`src/segmented_table_interpolator_core_assert.svh`:
```
// Assertion macros used by the back end of the segmented table interpolator RTL.
`ifndef SEGMENTED_TABLE_INTERPOLATOR_CORE_ASSERT_SVH
`define SEGMENTED_TABLE_INTERPOLATOR_CORE_ASSERT_SVH
`ifndef SYNTHESIS
`define STIC_ASSERT_IMP(label, clk, rst, ante, cons) \
   label: assert property (@(posedge clk) disable iff (rst) (ante) |-> (cons)) \
      else $error("assertion failed");
`define STIC_ASSERT_NXT(label, clk, rst, ante, cons) \
   label: assert property (@(posedge clk) disable iff (rst) (ante) |=> (cons)) \
      else $error("assertion failed");
`else
`define STIC_ASSERT_IMP(label, clk, rst, ante, cons)
`define STIC_ASSERT_NXT(label, clk, rst, ante, cons)
`endif
`endif

```
`src/stic_pkg.sv`:
```
// Types and constants of the segmented table interpolator.
`timescale 1ns / 1ps
package stic_pkg;
   localparam int COLUMNS    = 331;
   localparam int LAST_COL   = COLUMNS - 1;
   localparam int PEAK_SEL   = COLUMNS;
   localparam int ROW_STRIDE = COLUMNS + 1;
   localparam logic [8:0] PEAK_RESET = 9'd289;
   localparam logic signed [63:0] Q_ONE   = 64'sh0000_0001_0000_0000;
   localparam logic signed [63:0] VAL_MAX = 64'sh7FFF_FFFF_FFFF_FFFF;
   localparam logic signed [63:0] VAL_MIN = 64'sh8000_0000_0000_0000;

   typedef enum logic [1:0] {CMD_LOAD, CMD_INTERP, CMD_SLOPE, CMD_INVERSE} cmd_type;
   typedef enum logic [1:0] {ST_OK, ST_CLAMPED, ST_NO_CONVERGE} status_type;

   typedef struct packed {
      logic [1:0]          command;
      logic [2:0]          row;
      logic [8:0]          column;
      logic [41:0]         temperature;
      logic signed [63:0]  pressure;
      logic signed [63:0]  data_value;
   } req_type;

   typedef struct packed {
      logic signed [63:0]  result_value;
      logic [8:0]          cell_column;
      logic [1:0]          status;
   } rsp_type;

   typedef struct packed {
      req_type     req;
      logic [8:0]  seg_col;
   } entry_type;

   typedef struct packed {
      logic full;
      logic empty;
   } queue_status_type;

   typedef struct packed {
      logic               start;
      logic signed [63:0] a;
      logic signed [63:0] b;
      logic signed [63:0] c;
   } md_req_type;

   typedef struct packed {
      logic               done;
      logic signed [63:0] quotient;
   } md_rsp_type;

   typedef enum logic [3:0] {
      B_IDLE, B_DISPATCH, B_FETCH, B_DRAIN, B_SELECT, B_LOOP, B_CHECK, B_HIT,
      B_TAIL, B_PREP, B_START, B_DIVIDE, B_OUT
   } back_state_type;

   typedef enum logic [2:0] {MD_IDLE, MD_MUL, MD_CHECK, MD_DIV, MD_DONE} md_state_type;
endpackage

```
`src/stic_front.sv`:
```
// Front end: takes requests and maps temperature to its segment column.
`timescale 1ns / 1ps
module stic_front import stic_pkg::*; (
   input  logic             clock,
   input  logic             reset,
   input  logic             req_valid,
   output logic             req_ready,
   input  req_type          req_payload,
   output logic             push,
   output entry_type        push_entry,
   input  queue_status_type q_status
);
   localparam logic [9:0] SEG_TOP [12] = '{10'd250, 10'd350, 10'd360, 10'd370, 10'd372,
      10'd378, 10'd380, 10'd390, 10'd400, 10'd450, 10'd550, 10'd1000};
   localparam logic [9:0] SEG_BASE [12] = '{10'd0, 10'd250, 10'd350, 10'd360, 10'd370,
      10'd372, 10'd378, 10'd380, 10'd390, 10'd400, 10'd450, 10'd550};
   localparam logic [8:0] SEG_OFF [12] = '{9'd0, 9'd50, 9'd100, 9'd110, 9'd130, 9'd140,
      9'd200, 9'd210, 9'd230, 9'd240, 9'd265, 9'd285};
   localparam logic [3:0] SEG_NUM [12] = '{4'd5, 4'd2, 4'd1, 4'd1, 4'd1, 4'd1, 4'd1, 4'd1,
      4'd1, 4'd2, 4'd5, 4'd10};
   localparam logic [3:0] SEG_DEN [12] = '{4'd1, 4'd1, 4'd1, 4'd2, 4'd5, 4'd10, 4'd5, 4'd2,
      4'd1, 4'd1, 4'd1, 4'd1};

   function automatic logic [8:0] column_of(input logic [41:0] t);
      logic [8:0]  idx;
      logic [41:0] diff;
      logic [45:0] scaled;
      logic [13:0] ip;
      logic [13:0] q;
      logic [14:0] sum;
      idx = 9'(LAST_COL);
      // lowest matching segment wins
      for (int k = 11; k >= 0; k--) begin
         if (t <= {SEG_TOP[k], 32'd0}) begin
            diff   = t - {SEG_BASE[k], 32'd0};
            scaled = 46'(diff) * 46'(SEG_DEN[k]);
            ip     = scaled[45:32];
            // ip stays below 1024 inside its segment, where *205 >> 10 equals /5
            case (SEG_NUM[k])
               4'd2:    q = ip >> 1;
               4'd5:    q = 14'((22'(ip) * 22'd205) >> 10);
               4'd10:   q = 14'((22'(ip) * 22'd205) >> 11);
               default: q = ip;
            endcase
            sum = 15'(SEG_OFF[k]) + 15'(q);
            idx = (sum > 15'(LAST_COL)) ? 9'(LAST_COL) : sum[8:0];
         end
      end
      return idx;
   endfunction

   logic    hold_valid_ff, hold_valid_in;
   req_type hold_ff;

   assign push      = hold_valid_ff && !q_status.full;
   assign req_ready = !hold_valid_ff || !q_status.full;

   always_comb begin
      if (req_valid && req_ready) hold_valid_in = 1'b1;
      else if (push)              hold_valid_in = 1'b0;
      else                        hold_valid_in = hold_valid_ff;
      push_entry.req     = hold_ff;
      push_entry.seg_col = column_of(hold_ff.temperature);
   end

   always_ff @(posedge clock) begin
      if (reset) hold_valid_ff <= 1'b0;
      else       hold_valid_ff <= hold_valid_in;
      if (req_valid && req_ready) hold_ff <= req_payload;
   end
endmodule

```
`config.mk`:
```
export PLATFORM = sky130hd
export DESIGN_NAME = stic_front
export DESIGN_NICKNAME = d
export VERILOG_FILES = /design/src/segmented_table_interpolator_core_assert.svh /design/src/stic_pkg.sv /design/src/stic_front.sv
export SDC_FILE = /design/constraint.sdc
export NUM_CORES = 1
export LEC_CHECK = 0
export ABC_AREA = 1
export BUFFER_PORTS_ARGS = -buffer_cell sky130_fd_sc_hd__buf_2
export CAP_MARGIN = 20
export CELL_PAD_IN_SITES_DETAIL_PLACEMENT = 0
export CELL_PAD_IN_SITES_GLOBAL_PLACEMENT = 1
export CORE_MARGIN = 8
export CORE_UTILIZATION = 37
export DETAILED_ROUTE_END_ITERATION = 12
export GPL_TIMING_DRIVEN = 0
export PLACE_DENSITY_LB_ADDON = 0.08
export SYNTH_ARGS = -nofsm -noshare
export SYNTH_HDL_FRONTEND = slang
export SYNTH_SLANG_ARGS = --single-unit
export TNS_END_PERCENT = 10
```
`constraint.sdc`:
```
create_clock -name clock -period 17.2 [get_ports clock]
set_input_delay 1.72 -clock clock [delete_from_list [all_inputs] [get_ports clock]]
set_output_delay 1.72 -clock clock [all_outputs]
set_load 0.01 [all_outputs]
```
Yosys cells after proc, flatten, opt, wreduce, memory -nomap -nowiden
Cells that the tools add are included.
- flip-flop bits (word level): 185
- bits in latches: 0
- RAM bits: 0
- ROM bits: 0
- word-level logic and storage cells: 103
- memories: 0
- add/subtract/negate cells: 22
- $mul: 6
- div/mod/pow operators: 0
- $lt $le $gt $ge: 24
- eq/ne operators: 0
- shift-type cells: 0
- multiplexer cells: 38
- bitwise logic cells: 0
- reduce and logical (&&, ||, !) cells: 6
- operator list (kind ; number):
    42-bit by 41-bit <= comparator with 1-bit output, second input constant ; 9
    42-bit by 41-bit subtractor with 42-bit output, second input constant ; 9
    9-bit two-way mux ; 24
    14-bit two-way mux ; 12
    15-bit by 9-bit > comparator with 1-bit output, second input constant ; 11
    42-bit by 3-bit multiplier with 45-bit output, second input constant ; 3
    8-bit by 14-bit adder with 15-bit output, first input constant ; 6
    42-bit <= comparator, second input constant ; 2
    10-bit by 8-bit multiplier with 18-bit output, second input constant ; 3
    42-bit by 40-bit <= comparator with 1-bit output, second input constant ; 1
    42-bit by 40-bit subtractor with 42-bit output, second input constant ; 1
    42-bit subtractor, second input constant ; 1
    7-bit by 14-bit adder with 15-bit output, first input constant ; 2
    9-bit by 14-bit adder with 15-bit output, first input constant ; 2
    6-bit by 14-bit adder with 15-bit output, first input constant ; 1
    14-bit by 9-bit > comparator with 1-bit output, second input constant ; 1
    1-bit logical AND ; 2
    1-bit zero test ; 2
    1-bit two-way mux ; 2
    2-bit nonzero test ; 1
    1-bit logical OR ; 1

Depth between registers and ports, before layout
- depth after elaboration: 18
- gate-level depth with buffers: 49

Worst setup path before layout
No wires, ideal clock.
- path kind: input to register
- start: in req_valid
- end: reg hold_ff, in the netlist push_entry[100] (enable)
- library setup time: 0.789 ns
- arrival time: 10.599 ns
- path slack: 5.812 ns
- cell stages on the path: 2
- cell sequence: inv_1 a21oi_1
- cells in the longest elaborated chain, start to end: 1
- ends and longest elaborated chain (item ; RTL line ; source):
    start, declared ; stic_front.sv:6 ; input logic req_valid,
    1-bit logical AND ; stic_front.sv:69 ; if (req_valid && req_ready) hold_ff <= req_payload;
    end signal, assigned ; stic_front.sv:69 ;
    end, declared ; stic_front.sv:53 ; req_type hold_ff;
Every way passes these cells.
A chain may end at the register's enable or synchronous reset.

==> summary.txt <==
Routing
  – Residual DRC count: 0
  – Post-route ant nets: 0
  – Initial DRT Pass Iterations: 8
  – Routed WL: 82,130 um
  – Vias/cell: 5.119
  – Via count: 19.04k
  – Routed length per instance: 22.08 um
  – 1st-iter DRT viols: 1,380

Worst setup path
  – Startpoint Class: register
  – Crit path arrival time: 10,080 ps
  – WS Path Type: reg2out
  – CP required: 15,480 ps
  – Slowest CP cell: edfxtp_1
  – Crit Path Max Fanout: 15
  – Worst setup EP type: primary output
  – Max incr delay on CP: 950 ps
  – CP dominant cell by count: nand2_1

Clocking
  – CTS tree: built
  – Clk sinks: 185
  – Longest Clk Path Bufs: 2
  – Skew-Pair Late Insertion Delay: 460 ps
  – Clk slew on worst S/H paths: 80 ps
  – Setup Fix Bufs, Post-CTS: 0
  – Inserted Clock Buffers: 17
  – # resized after CTS: 0
  – Clock root cell: clkbuf_16
  – Cts hold-fix bufs: 0
  – H-Tree Depth: 4

STA
  – Rel. slew slack: 30.60%
  – Crit path time final: 11,800 ps
  – Setup TNS: 0 ps
  – Post-Route Skew: 27.63 ps
  – Worst-margin pin slew: 1041 ps
  – Final Hold Viols: 0
  – Final Slew Violations: 0
  – FMAX: 84.74 MHz
  – RSZ-0062 raised after global routing: no
  – Final Cycle Share: 68.61%
  – Final setup vio count: 0
  – Final worst slack: 5399 ps

Die
  – Row count: 85
  – Horiz. Die Dim: 249.2 um
  – Ports: 384
  – Die footprint: 62,080 um2
  – Core Box Area: 53,810 um2
  – Die height: 249.2 um
  – Initial Utilization: 37.38%

Global route
  – Gr ovfl total: 0
  – Met3 GRT Util: 5.560%
  – Grt met2 use: 42.09%
  – Largest net degree at the start of global routing: 31
  – Global router's overall resource usage: 25.59%
  – Global-route wire length before repair: 120,000 um
  – Initial antenna violation count: 12
  – Vias in the first global route: 18.84k
  – Gr busiest metal: met2
  – Met1 global-route usage: 34.44%

Logic synthesis
  – Syn Nets: 3,133
  – Synth Flop Type: edfxtp_1
  – Mapped Avg Cell Area: 7.739 um2
  – Synth area leader: edfxtp_1
  – Synth Instances: 2,599
  – Synth cell types: 64
  – #FFs+latches synth: 185
  – Syn. warnings: 0
  – Yosys top cell area share: 27.47%
  – Synthesized area: 20,110 um2
  – Ranking of synthesized cells by area: edfxtp_1 27%, ha_1 18%, nand2_1 12%, inv_1 7.8%, fa_1 4.9%
  – Post-synthesis sequential area ratio: 27.57%
  – Share of flip-flops with an asynchronous set or reset: 0%
  – Post-synth EDFFs: 184

Power
  – PwrDens: 126.4 nW/um2
  – Post-layout power: 2.987 mW
  – Static Leakage: 12.25 nW
  – Maximum VDD drop: 0.00009285 V

Run
  – Max Cap Violations: 0

Finish
  – Area grow syn2layout: 17.50%
  – # nets final: 3,542
  – Layout cells sized above 1: 18.74%

Placement
  – Final weighted congestion in routability-driven placement: 0.9769
  – Dpl hpwl: 71,030 um
  – Post-Place Setup Slack: 5784 ps
  – Port Buffers: 382

Hold path
  – Worst hold path class: reg2reg

Status
  – Status: complete, no violations
cells in the mapped netlist, types with 4 or more instances:
master and instances:
a21o_1 9, a21oi_1 151, a31oi_1 11, and2_1 4, buf_2 9, clkbuf_1 4
edfxtp_1 184, fa_1 49, ha_1 296, inv_1 420, inv_2 19, nand2_1 630
nand2_2 42, nand2_4 6, nand3_1 149, nand3_2 12, nand3b_1 12, nand4_1 46
nor2_1 196, nor2_2 14, nor2_4 9, nor3_1 21, nor3b_1 5, nor4_1 6
o211ai_1 5, o21a_1 7, o21ai_0 83, o21ai_1 15, o21bai_1 18, o31ai_1 5
or2_2 10, xnor2_1 24, xor2_1 85
cell usage in the layout, fill, tap and decap left out, types with 4 or more instances in the layout:
cell type and n:
a21o_1 9, a21oi_1 150, a31oi_1 11, and2_1 4
buf_12 6, buf_2 392, clkbuf_1 5, clkbuf_16 17
clkinv_1 4, edfxtp_1 184, fa_1 49, ha_1 296
inv_1 420, inv_2 19, nand2_1 630, nand2_2 42
nand2_4 6, nand3_1 149, nand3_2 12, nand3b_1 12
nand4_1 46, nor2_1 196, nor2_2 14, nor2_4 9
nor3_1 21, nor3b_1 5, nor4_1 6, o211ai_1 5
o21a_1 7, o21ai_0 83, o21ai_1 15, o21bai_1 18
o31ai_1 5, or2_2 10, xnor2_1 24, xor2_1 85
area by class of cell:
class	count	area [um2]
inverters	442	1659
repair buffers	390	2044
well taps	696	870.8
diodes	2	5.005
clock buffers	18	429.2
clock inverters	14	160.2
flip-flops and latches	185	5545
multi-input cells	1955	12810
fillers	5623	30180
plain buffers	17	110.1
metrics by stage:
| stage | hold slack (ps) | utilization, % | cells | cell area (um2) |
|---|---|---|---|---|
| floorplan | 527.9 | - | 2599 | 20110 |
| global placement | 474.3 | 42.55 | 3677 | 22900 |
| detailed placement | 555.1 | 42.79 | 3683 | 23030 |
| CTS | 568.7 | 43.89 | 3715 | 23620 |
| global route | 615.8 | 43.92 | 3718 | 23630 |
| finish | 565.6 | 43.92 | 3719 | 23640 |
sequential cells by signal, indices dropped and copies added, names as in the netlist:
name	flops
hold_valid_ff	1
push_entry	184
worst max-delay path: cells and delay by family (launching register included):
kind,cells,cell delay [ps]
flip-flops,1,950
buffers and inverters,13,2650
adder cells (fa/ha/maj),7,3380
AND/OR/NAND/NOR,21,2060
AO/OA/AOI/OAI,2,450
cell families (layout without fill, tap and decap cells):
kind of cell | after synthesis | in the layout | synth area share (%)
simple gates | 1176 | 1176 | 26.24
buf+inv | 459 | 881 | 8.796
fa+ha+maj | 345 | 345 | 23.29
compound gates | 322 | 322 | 9.057
flops | 185 | 185 | 27.57
xor+xnor | 112 | 112 | 5.045
other cells | 0 | 2 | 0
per-layer routing:
metal  vias up  wire (um)
li1       9342          -
met1      9046      37840
met2       575      37530
met3        73       5375
met4         2       1381
met5         -         12
worst paths after layout:
check                                startpoint               to  slack (ps)  cells after the start
worst max-delay path            push_entry[170]    push_entry[3]        5400                     43
worst min register to register    hold_valid_ff    hold_valid_ff         570                      2
worst min-delay path              hold_valid_ff    hold_valid_ff         570                      2
worst max register to register    hold_valid_ff  push_entry[157]       15010                      5
report_power, final:
| group | internal (mW) | leakage (nW) | switching (mW) | total, mW |
|---|---|---|---|---|
| logic | 0.701 | 10.2 | 1.34 | 2.04 |
| clock network | 0.206 | 0.284 | 0.188 | 0.394 |
| registers | 0.528 | 1.79 | 0.0240 | 0.552 |
Note: power is estimated with default switching activity, not from simulation.
