--- src/segmented_table_interpolator_core_assert.svh ---
// Assertion macros used by the back end of the segmented table interpolator RTL.
`ifndef SEGMENTED_TABLE_INTERPOLATOR_CORE_ASSERT_SVH
`define SEGMENTED_TABLE_INTERPOLATOR_CORE_ASSERT_SVH
`ifndef SYNTHESIS
`define STIC_ASSERT_IMP(label, clk, rst, ante, cons) \
   label: assert property (@(posedge clk) disable iff (rst) (ante) |-> (cons)) \
      else $error("assertion failed");
`define STIC_ASSERT_NXT(label, clk, rst, ante, cons) \
   label: assert property (@(posedge clk) disable iff (rst) (ante) |=> (cons)) \
      else $error("assertion failed");
`else
`define STIC_ASSERT_IMP(label, clk, rst, ante, cons)
`define STIC_ASSERT_NXT(label, clk, rst, ante, cons)
`endif
`endif

--- src/stic_pkg.sv ---
// Types and constants of the segmented table interpolator.
`timescale 1ns / 1ps
package stic_pkg;
   localparam int COLUMNS    = 331;
   localparam int LAST_COL   = COLUMNS - 1;
   localparam int PEAK_SEL   = COLUMNS;
   localparam int ROW_STRIDE = COLUMNS + 1;
   localparam logic [8:0] PEAK_RESET = 9'd289;
   localparam logic signed [63:0] Q_ONE   = 64'sh0000_0001_0000_0000;
   localparam logic signed [63:0] VAL_MAX = 64'sh7FFF_FFFF_FFFF_FFFF;
   localparam logic signed [63:0] VAL_MIN = 64'sh8000_0000_0000_0000;

   typedef enum logic [1:0] {CMD_LOAD, CMD_INTERP, CMD_SLOPE, CMD_INVERSE} cmd_type;
   typedef enum logic [1:0] {ST_OK, ST_CLAMPED, ST_NO_CONVERGE} status_type;

   typedef struct packed {
      logic [1:0]          command;
      logic [2:0]          row;
      logic [8:0]          column;
      logic [41:0]         temperature;
      logic signed [63:0]  pressure;
      logic signed [63:0]  data_value;
   } req_type;

   typedef struct packed {
      logic signed [63:0]  result_value;
      logic [8:0]          cell_column;
      logic [1:0]          status;
   } rsp_type;

   typedef struct packed {
      req_type     req;
      logic [8:0]  seg_col;
   } entry_type;

   typedef struct packed {
      logic full;
      logic empty;
   } queue_status_type;

   typedef struct packed {
      logic               start;
      logic signed [63:0] a;
      logic signed [63:0] b;
      logic signed [63:0] c;
   } md_req_type;

   typedef struct packed {
      logic               done;
      logic signed [63:0] quotient;
   } md_rsp_type;

   typedef enum logic [3:0] {
      B_IDLE, B_DISPATCH, B_FETCH, B_DRAIN, B_SELECT, B_LOOP, B_CHECK, B_HIT,
      B_TAIL, B_PREP, B_START, B_DIVIDE, B_OUT
   } back_state_type;

   typedef enum logic [2:0] {MD_IDLE, MD_MUL, MD_CHECK, MD_DIV, MD_DONE} md_state_type;
endpackage

--- src/stic_queue.sv ---
// Two-entry queue between front end and back end.
`timescale 1ns / 1ps
module stic_queue import stic_pkg::*; (
   input  logic             clock,
   input  logic             reset,
   input  logic             push,
   input  entry_type        push_entry,
   input  logic             pop,
   output entry_type        pop_entry,
   output queue_status_type q_status
);
   entry_type  ent_ff [2];
   logic       wr_ptr_ff, wr_ptr_in, rd_ptr_ff, rd_ptr_in;
   logic [1:0] count_ff, count_in;

   always_comb begin
      wr_ptr_in = push ? ~wr_ptr_ff : wr_ptr_ff;
      rd_ptr_in = pop ? ~rd_ptr_ff : rd_ptr_ff;
      count_in  = count_ff + 2'(push) - 2'(pop);
      q_status.full  = (count_ff == 2'd2);
      q_status.empty = (count_ff == 2'd0);
      pop_entry = ent_ff[rd_ptr_ff];
   end

   always_ff @(posedge clock) begin
      if (reset) begin
         wr_ptr_ff <= 1'b0;
         rd_ptr_ff <= 1'b0;
         count_ff  <= 2'd0;
      end else begin
         wr_ptr_ff <= wr_ptr_in;
         rd_ptr_ff <= rd_ptr_in;
         count_ff  <= count_in;
      end
      if (push) ent_ff[wr_ptr_ff] <= push_entry;
   end
endmodule

--- config.mk ---
export PLATFORM = sky130hd
export DESIGN_NAME = stic_queue
export DESIGN_NICKNAME = d
export VERILOG_FILES = /design/src/segmented_table_interpolator_core_assert.svh /design/src/stic_pkg.sv /design/src/stic_queue.sv
export SDC_FILE = /design/constraint.sdc
export NUM_CORES = 1
export LEC_CHECK = 0
export ABC_AREA = 1
export BUFFER_PORTS_ARGS = -buffer_cell sky130_fd_sc_hd__clkbuf_2
export CAP_MARGIN = 10
export CORE_UTILIZATION = 40
export DETAILED_ROUTE_END_ITERATION = 10
export SKIP_CTS_REPAIR_TIMING = 1
export SYNTH_ARGS = -nofsm -noshare
export SYNTH_HDL_FRONTEND = slang
export SYNTH_SLANG_ARGS = --single-unit
--- constraint.sdc ---
create_clock -name clock -period 15.32 [get_ports clock]
set_input_delay 3.064 -clock clock [delete_from_list [all_inputs] [get_ports clock]]
set_output_delay 3.064 -clock clock [all_outputs]
set_load 0.005 [all_outputs]
# [Word-level counts from Yosys, hierarchy flattened]
# Memory sizes are Yosys's and may differ from the RTL's. A register that Yosys moved wholly into a read port is not among the register bits.
# Index checks and enable logic that the tools add are counted.
[totals] output_inout_bits=195 elab_cells=14 input_bits=197 mem_count=1 register_bits=4 ram_bits=386
[op_classes] mux=4 n_eq_ne=1 add_sub_neg=2 n_reduce_logical=1 bitwise_logic=2
[memory_table] name="ent_ff" depth=2 width=193 read_ports=1 rd_ports_with_merged_regs=1 write_ports=1 line="stic_queue.sv:12" text="entry_type ent_ff [2];"
[op_table] op="$mux 1" n=4
[op_table] op="$add 2x1->2" n=1
[op_table] op="$eq 2x2->1 const B" n=1
[op_table] op="$logic_not 2->1" n=1
[op_table] op="$not 1->1" n=2
[op_table] op="$sub 2x1->2" n=1

# [Depth between registers and ports, before layout]
# Gate-level depths: netlist of the first run.
[logic_depth] ltp_word=3 ltp_mapped=9 mapped_depth_nobuf=9

# [Worst setup path before layout of the first run]
# No wires, ideal clock.
[synth_path] kind="in2reg" startpoint="input port push" endpoint="memory ent_ff[0][0] in the netlist's numbering (enable)" required_ns=14.565 setup_ns=0.755 t_arrival_ns=11.169 path_buffers=0 cell_stages=2 slack_ns=3.396 cell_sequence="inv_1 > nor2_1"
[synth_between] elab_chain_len=2
[synth_rtl] element="start, declared" line="stic_queue.sv:6" text="input logic push,"
[synth_rtl] element="$mux 1" line="stic_queue.sv:35" text="if (push) ent_ff[wr_ptr_ff] <= push_entry;"
[synth_rtl] element="$mux 1 (not written as such)" line="stic_queue.sv:35"
[synth_rtl] element="end, declared" line="stic_queue.sv:12"
# Every way passes these cells.

==> results.txt, run 1 <==
Die height = 190 µm
Critical path buffers and inverters = 2
Vias per inst = 4.71
Antenna Cells = 0
CTS tree = built
HP Class = reg -> reg
Routed length per placed instance = 18.6 µm
Total track usage = 15.4%
Fill cells = 2,949
Max Cap Viol = 0
Yosys warns = 0
Worst-path clk slew = 0.06 ns
CP Capture Type = output pin
Vias in the first global route = 7,458
Rel. slew slack = 23.9%
CP max stage cell = buf_4
Status = complete, no violations
CTS max path bufs = 3
Final hold slack = 0.504 ns
Root Driver = clkbuf_16
Routed wire length = 28.5 mm
# H-tree levels = 2
Syn nets = 830
Crit Path Category = reg -> out
Pins Over Slew Limit = 0
Layout cell share with drive strength beyond 1 = 59.9%
Routability cong. = 0.727
Max stage delay on crit path = 0.91 ns
Starting DRT DRC Count = 336
Initial cell density of the core = 40.9%
ANT nets after route = 0
Register area share after synthesis = 82.3%
Initial DRT Pass Iterations = 4
Buffers added on ports = 391
Initial antenna violation count = 1
Hold wc startpoint = rd_ptr_ff
Congestion Overflow GR = 0
Full die area = 0.0363 mm²
Cell taking the most area after synthesis = edfxtp_1
Critical Path AT = 2.84 ns
Nets = 1,249
Worst Max-Slew Pin Slew = 1.14 ns
Io pins = 392
Hold Path Stages = 2
Worst Skew = 0.0101 ns
Worst vdd ir = 0.100 mV
Core area = 0.0347 mm²
CP max FO = 81
CP cell instances = buf_4 -> mux2_2 -> clkbuf_2
Post-DP HPWL = 18.5 mm
Tcrit/Tclk final = 38.5%
Residual DRC count = 0
Clock sinks = 391
Fmax achieved = 169 MHz
RSZ-0062 raised after global routing = false
Netlist Area Pre-Place = 0.0142 mm²
Leak = 6.74 nW
Die Wd = 190 µm
Syn_area_per_cell = 22.5 µm²
CP top delay family = buffers and inverters
WP data required = 12.26 ns
Cells after synthesis = 631
Top-area cell type share of the netlist area = 81.6%
Final Setup Violations = 0
Vias = 7,222
Synth top area cells = edfxtp_1 82%, mux2_2 15%, buf_6 1.3%
R2r worst-path depth = 3
Yosys reg bits = 391
FF-to-FF Start = wr_ptr_ff
Latest clock arrival within the worst-skew pair = 0.55 ns
Multi-input gate area = 0.00227 mm²
Reg2reg setup slack = 12.74 ns
Final hold violations = 0
Startpoint types = register
Final setup TNS = 0 ns
P&R area growth vs syn = 25.5%
First-pass GRT wire length = 41.5 mm
Distinct cells, synth = 14
Number of core rows = 68
Largest net degree at the start of global routing = 130
Worst reg2reg endpoint = ent_ff[1][112]
Pwr dens = 135 mW/mm²
Register Area = 0.0117 mm²
Num CTS Buffers = 41
Minimum clock period after layout = 5.90 ns
how the worst max path moves through the flow:
stage	start	end	slack [ns]	cells past startpoint
2_1_floorplan	push	ent_ff[0][0]	3.40	2
4_1_cts	register	pop_entry[39]	9.30	3
5_1_grt	register	pop_entry[95]	9.20	3
6_report	register	pop_entry[39]	9.42	3
3_5_place_dp	push	ent_ff[1][69]	9.89	4
3_3_place_gp	push	ent_ff[1][53]	9.87	4
Yosys cell counts:
library cell / number
xnor2_1: 1
buf_2: 2
a21oi_1: 1
inv_1: 8
edfxtp_1: 386
nor2_1: 8
nand2_1: 4
mux2_2: 193
nor3_1: 1
buf_6: 17
ha_1: 2
dfxtp_1: 5
buf_4: 2
nand3_1: 1
worst min-delay path, cell delays in order, from the launching register on:
cell and delay (ns):
dfxtp_1 0.32, xnor2_1 0.08, nor2_1 0.07
sequential cells by signal (all words and copies together) (netlist names), named ones only:
register and cells:
ent_ff 386, count_ff 2, rd_ptr_ff 1, wr_ptr_ff 1
metal layers:
| metal | up-vias | global-route usage (%) | part of all wire, % |
|---|---|---|---|
| li1 | 3346 | - | - |
| met1 | 3540 | 17.4 | 38 |
| met2 | 287 | 25.7 | 48 |
| met3 | 47 | 7.25 | 11 |
| met4 | 2 | 4.62 | 2.0 |
| met5 | - | 0 | 0.046 |
cell usage in the layout (no fill, tap or decap):
cell and count:
dfxtp_4 1, mux2_2 193, inv_1 7, ha_1 2, inv_8 1, buf_4 6
a21oi_1 1, clkbuf_2 391, dfxtp_1 4, nor2_4 1, nand2_1 4, nor3_1 1
nor2_1 7, clkinv_4 1, clkinv_1 11, inv_6 1, clkinv_2 5, clkbuf_16 43
edfxtp_1 386, bufinv_16 2, xnor2_1 1, nand3_1 1, clkbuf_1 7
final cells by class:
cell class,instances,area share (%)
Multi-Input combinational cell,211,12.8
Tap cell,455,3.19
Clock inverter,20,0.807
Clock buffer,50,6.18
Inverter,8,0.211
Sequential cell,391,65.6
Timing Repair Buffer,397,11.2
where the power goes:
| part | internal (W) | total, W | leakage (nW) | switching [W] |
|---|---|---|---|---|
| sequential | 0.00124 | 0.00126 | 3.67 | 0.0000153 |
| clock | 0.000542 | 0.000925 | 0.612 | 0.000383 |
| combinational | 0.000108 | 0.000217 | 2.46 | 0.000109 |
per-stage QoR:
| step | std cells | area, µm² | util (%) | worst slack [ns] | total power (W) |
|---|---|---|---|---|---|
| final | 1532 | 17800 | 51.3 | 9.42 | 0.00240 |
| after global routing | 1532 | 17800 | 51.3 | 9.20 | 0.00249 |
| after CTS | 1532 | 17800 | 51.3 | 9.30 | 0.00243 |
| after detailed placement | 1462 | 16600 | 47.8 | 9.89 | 0.00150 |
| after global placement | 1462 | 16600 | 47.8 | 9.87 | 0.00150 |
| after floorplan | 631 | 14200 | - | 3.40 | 0.00140 |
cell families after synthesis:
kind of cell             synth area share [%]
flip-flops                               82.3
multiplexers                             15.3
buffers and inverters                    1.74
AND/OR/NAND/NOR                         0.387
adder cells (fa/ha/maj)                 0.176
AO/OA/AOI/OAI                          0.0352
XOR/XNOR                               0.0617
Power figures use the tool's default switching activity.
==> run 2, diff against run 1 <==
==> constraint.sdc (replaced) <==
create_clock -name clock -period 5.6 [get_ports clock]
set_input_delay 1.12 -clock clock [delete_from_list [all_inputs] [get_ports clock]]
set_output_delay 1.12 -clock clock [all_outputs]
set_load 0.005 [all_outputs]
==> run 2 against run 1 <==
Compared with the run above:
- global-route usage shrank 0.077 points
- utilization shrank 0.083 points
- sequential share of layout area grew 0.11 points
- critical endpoint is now pop_entry[79]
- cell count is essentially flat
==> results.txt, run 2 (synthesized netlist as in run 1, its figures left out) <==
Status = complete, no violations
Reg2reg setup slack = 3.50 ns (-9.24 ns)
CP cell instances = buf_12 -> mux2_2 -> clkbuf_2
Non-filler cells, final = 1,531 (-0.065%)
Latest clock arrival within the worst-skew pair = 0.51 ns (-0.04 ns)
Number of flip-flops in the largest register = 386 (unchanged)
Num CTS Buffers = 41 (unchanged)
Critical Path AT = 2.53 ns (-0.31 ns)
Hold wc startpoint = rd_ptr_ff
Core area = 0.0347 mm² (unchanged)
HP Class = reg -> reg
Met1 usage = 18.1% (+0.65 points)
Worst reg2reg endpoint = ent_ff[1][141]
Top Registers = ent_ff: 386 flops, count_ff: 2 flops
Placed insts = 1,461 (-0.068%)
Die Wd = 190 µm (unchanged)
Number of core rows = 68 (unchanged)
Largest Register = ent_ff
Largest net degree at the start of global routing = 132 (+1.5%)
Buffers added on ports = 391 (unchanged)
Tcrit/Tclk final = 65.2%
First-pass GRT wire length = 42.0 mm (+1.1%)
FF-to-FF Start = wr_ptr_ff
Startpoint types = register
Vias = 7,249 (+0.37%)
Met3 usage = 7.14% (-0.11 points)
Worst Skew = 0.0145 ns (+0.00442 ns)
CTS tree = built
P&R area growth vs syn = 25.3%
Io pins = 392 (unchanged)
Vias per inst = 4.73 (+0.44%)
Root Driver = clkbuf_16
Vias in the first global route = 7,550 (+1.2%)
Met2 Use GR = 24.7% (-0.98 points)
WP data required = 4.48 ns (-7.78 ns)
Pins Over Slew Limit = 0 (unchanged)
CP Capture Type = output pin
Die height = 190 µm (unchanged)
Initial cell density of the core = 40.9% (unchanged)
Most frequent cells in the layout = 391 x clkbuf_2, 386 x edfxtp_1, 193 x mux2_2
Routed length per placed instance = 18.8 µm (+1.1%)
Worst-path clk slew = 0.06 ns (about the same)
Pwr dens = 362 mW/mm² (+170%)
Hold Path Stages = 2 (unchanged)
Full die area = 0.0363 mm² (unchanged)
CTS max path bufs = 3 (unchanged)
Minimum clock period after layout = 3.65 ns
Residual DRC count = 0 (unchanged)
# H-tree levels = 2 (unchanged)
Final Setup Violations = 0 (unchanged)
Initial antenna violation count = 3 (+2)
Nets = 1,248 (-0.080%)
Final setup TNS = 0 ns (unchanged)
Rel. slew slack = 32.9% (+9.0 points)
R2r worst-path depth = 3 (unchanged)
Starting DRT DRC Count = 292 (-13%)
Routability cong. = 0.734 (+0.94%)
Commonest non-fill, non-tap cell in the layout = clkbuf_2
Layer with the highest usage = met2
Worst Max-Slew Pin Slew = 1.01 ns (-0.135 ns)
RSZ-0062 raised after global routing = false
ANT nets after route = 0 (unchanged)
Max stage delay on crit path = 0.75 ns (-0.16 ns)
Worst vdd ir = 0.282 mV (+180%)
Initial DRT Pass Iterations = 4 (unchanged)
Post-DP HPWL = 18.9 mm (+2.1%)
Hold path endpoint = rd_ptr_ff
Routed wire length = 28.8 mm (+1.0%)
Leak = 6.70 nW (-0.60%)
Congestion Overflow GR = 0 (unchanged)
Clock sinks = 391 (unchanged)
Layout cell share with drive strength beyond 1 = 59.4% (-0.45 points)
Max Cap Viol = 0 (unchanged)
Crit Path Category = reg -> out
CP max stage cell = dfxtp_4
Fmax achieved = 274 MHz
CP max FO = 107 (+32%)
Final hold violations = 0 (unchanged)
Total track usage = 15.3% (-0.077 points)
## run 2: cell types whose count changed in the layout (fill, tap and decap cells not counted)
| cell | before | now |
|---|---|---|
| clkinv_4 | 1 | 0 |
| clkinv_1 | 11 | 9 |
| buf_4 | 6 | 1 |
| diode_2 | 0 | 1 |
| bufinv_16 | 2 | 1 |
| clkbuf_1 | 7 | 13 |
| buf_12 | 0 | 4 |
| clkinv_2 | 5 | 2 |
| clkinvlp_4 | 0 | 2 |
| clkbuf_16 | 43 | 41 |
## run 2: layer usage
metal	share of wire [%]	vias up
met5	0.094	-
met4	2.2	4
met3	12	51
met2	46	307
met1	39	3536
li1	-	3351
## run 2: report_power, final
part           leakage, nW  internal [W]  switching [W]
logic                 2.47      0.000299       0.000298
registers             3.67       0.00339      0.0000441
clock network        0.561       0.00139        0.00102
total                 6.70       0.00508        0.00136
## run 2: critical path, delay by kind of cell, from the launching register on
family,cells,cell delay (ns)
DFF,1,0.75
muxes,1,0.44
buffers and inverters,2,0.52
## run 2: worst max path at each step
stage,cells past startpoint,slack [ns],end,start
final,3,1.95,pop_entry[79],register
after detailed placement,3,2.48,pop_entry[182],register
after global routing,3,1.84,pop_entry[76],register
after CTS,3,1.92,pop_entry[182],register
after floorplan,2,0.14,ent_ff[1][0],push
after global placement,3,2.47,pop_entry[76],register
## run 2: final cells by class
cell class	instances	area, µm²
diodes	1	2.50
clock buffers	54	1070
clock inverters	15	97.6
fillers	2936	16900
inverters	8	37.5
multi-input cells	211	2270
flip-flops and latches	391	11700
well taps	455	569
repair buffers	396	2040
## run 2: per-stage QoR
stage	power [W]	cell area (µm²)	worst slack [ns]	hold slack (ns)	utilization [%]
after floorplan	0.00382	14200	0.141	0.480	-
after global placement	0.00410	16600	2.47	0.497	47.9
after detailed placement	0.00411	16600	2.48	0.516	47.9
after CTS	0.00654	17800	1.92	0.530	51.3
after global routing	0.00669	17800	1.84	0.580	51.3
final	0.00644	17800	1.95	0.520	51.3
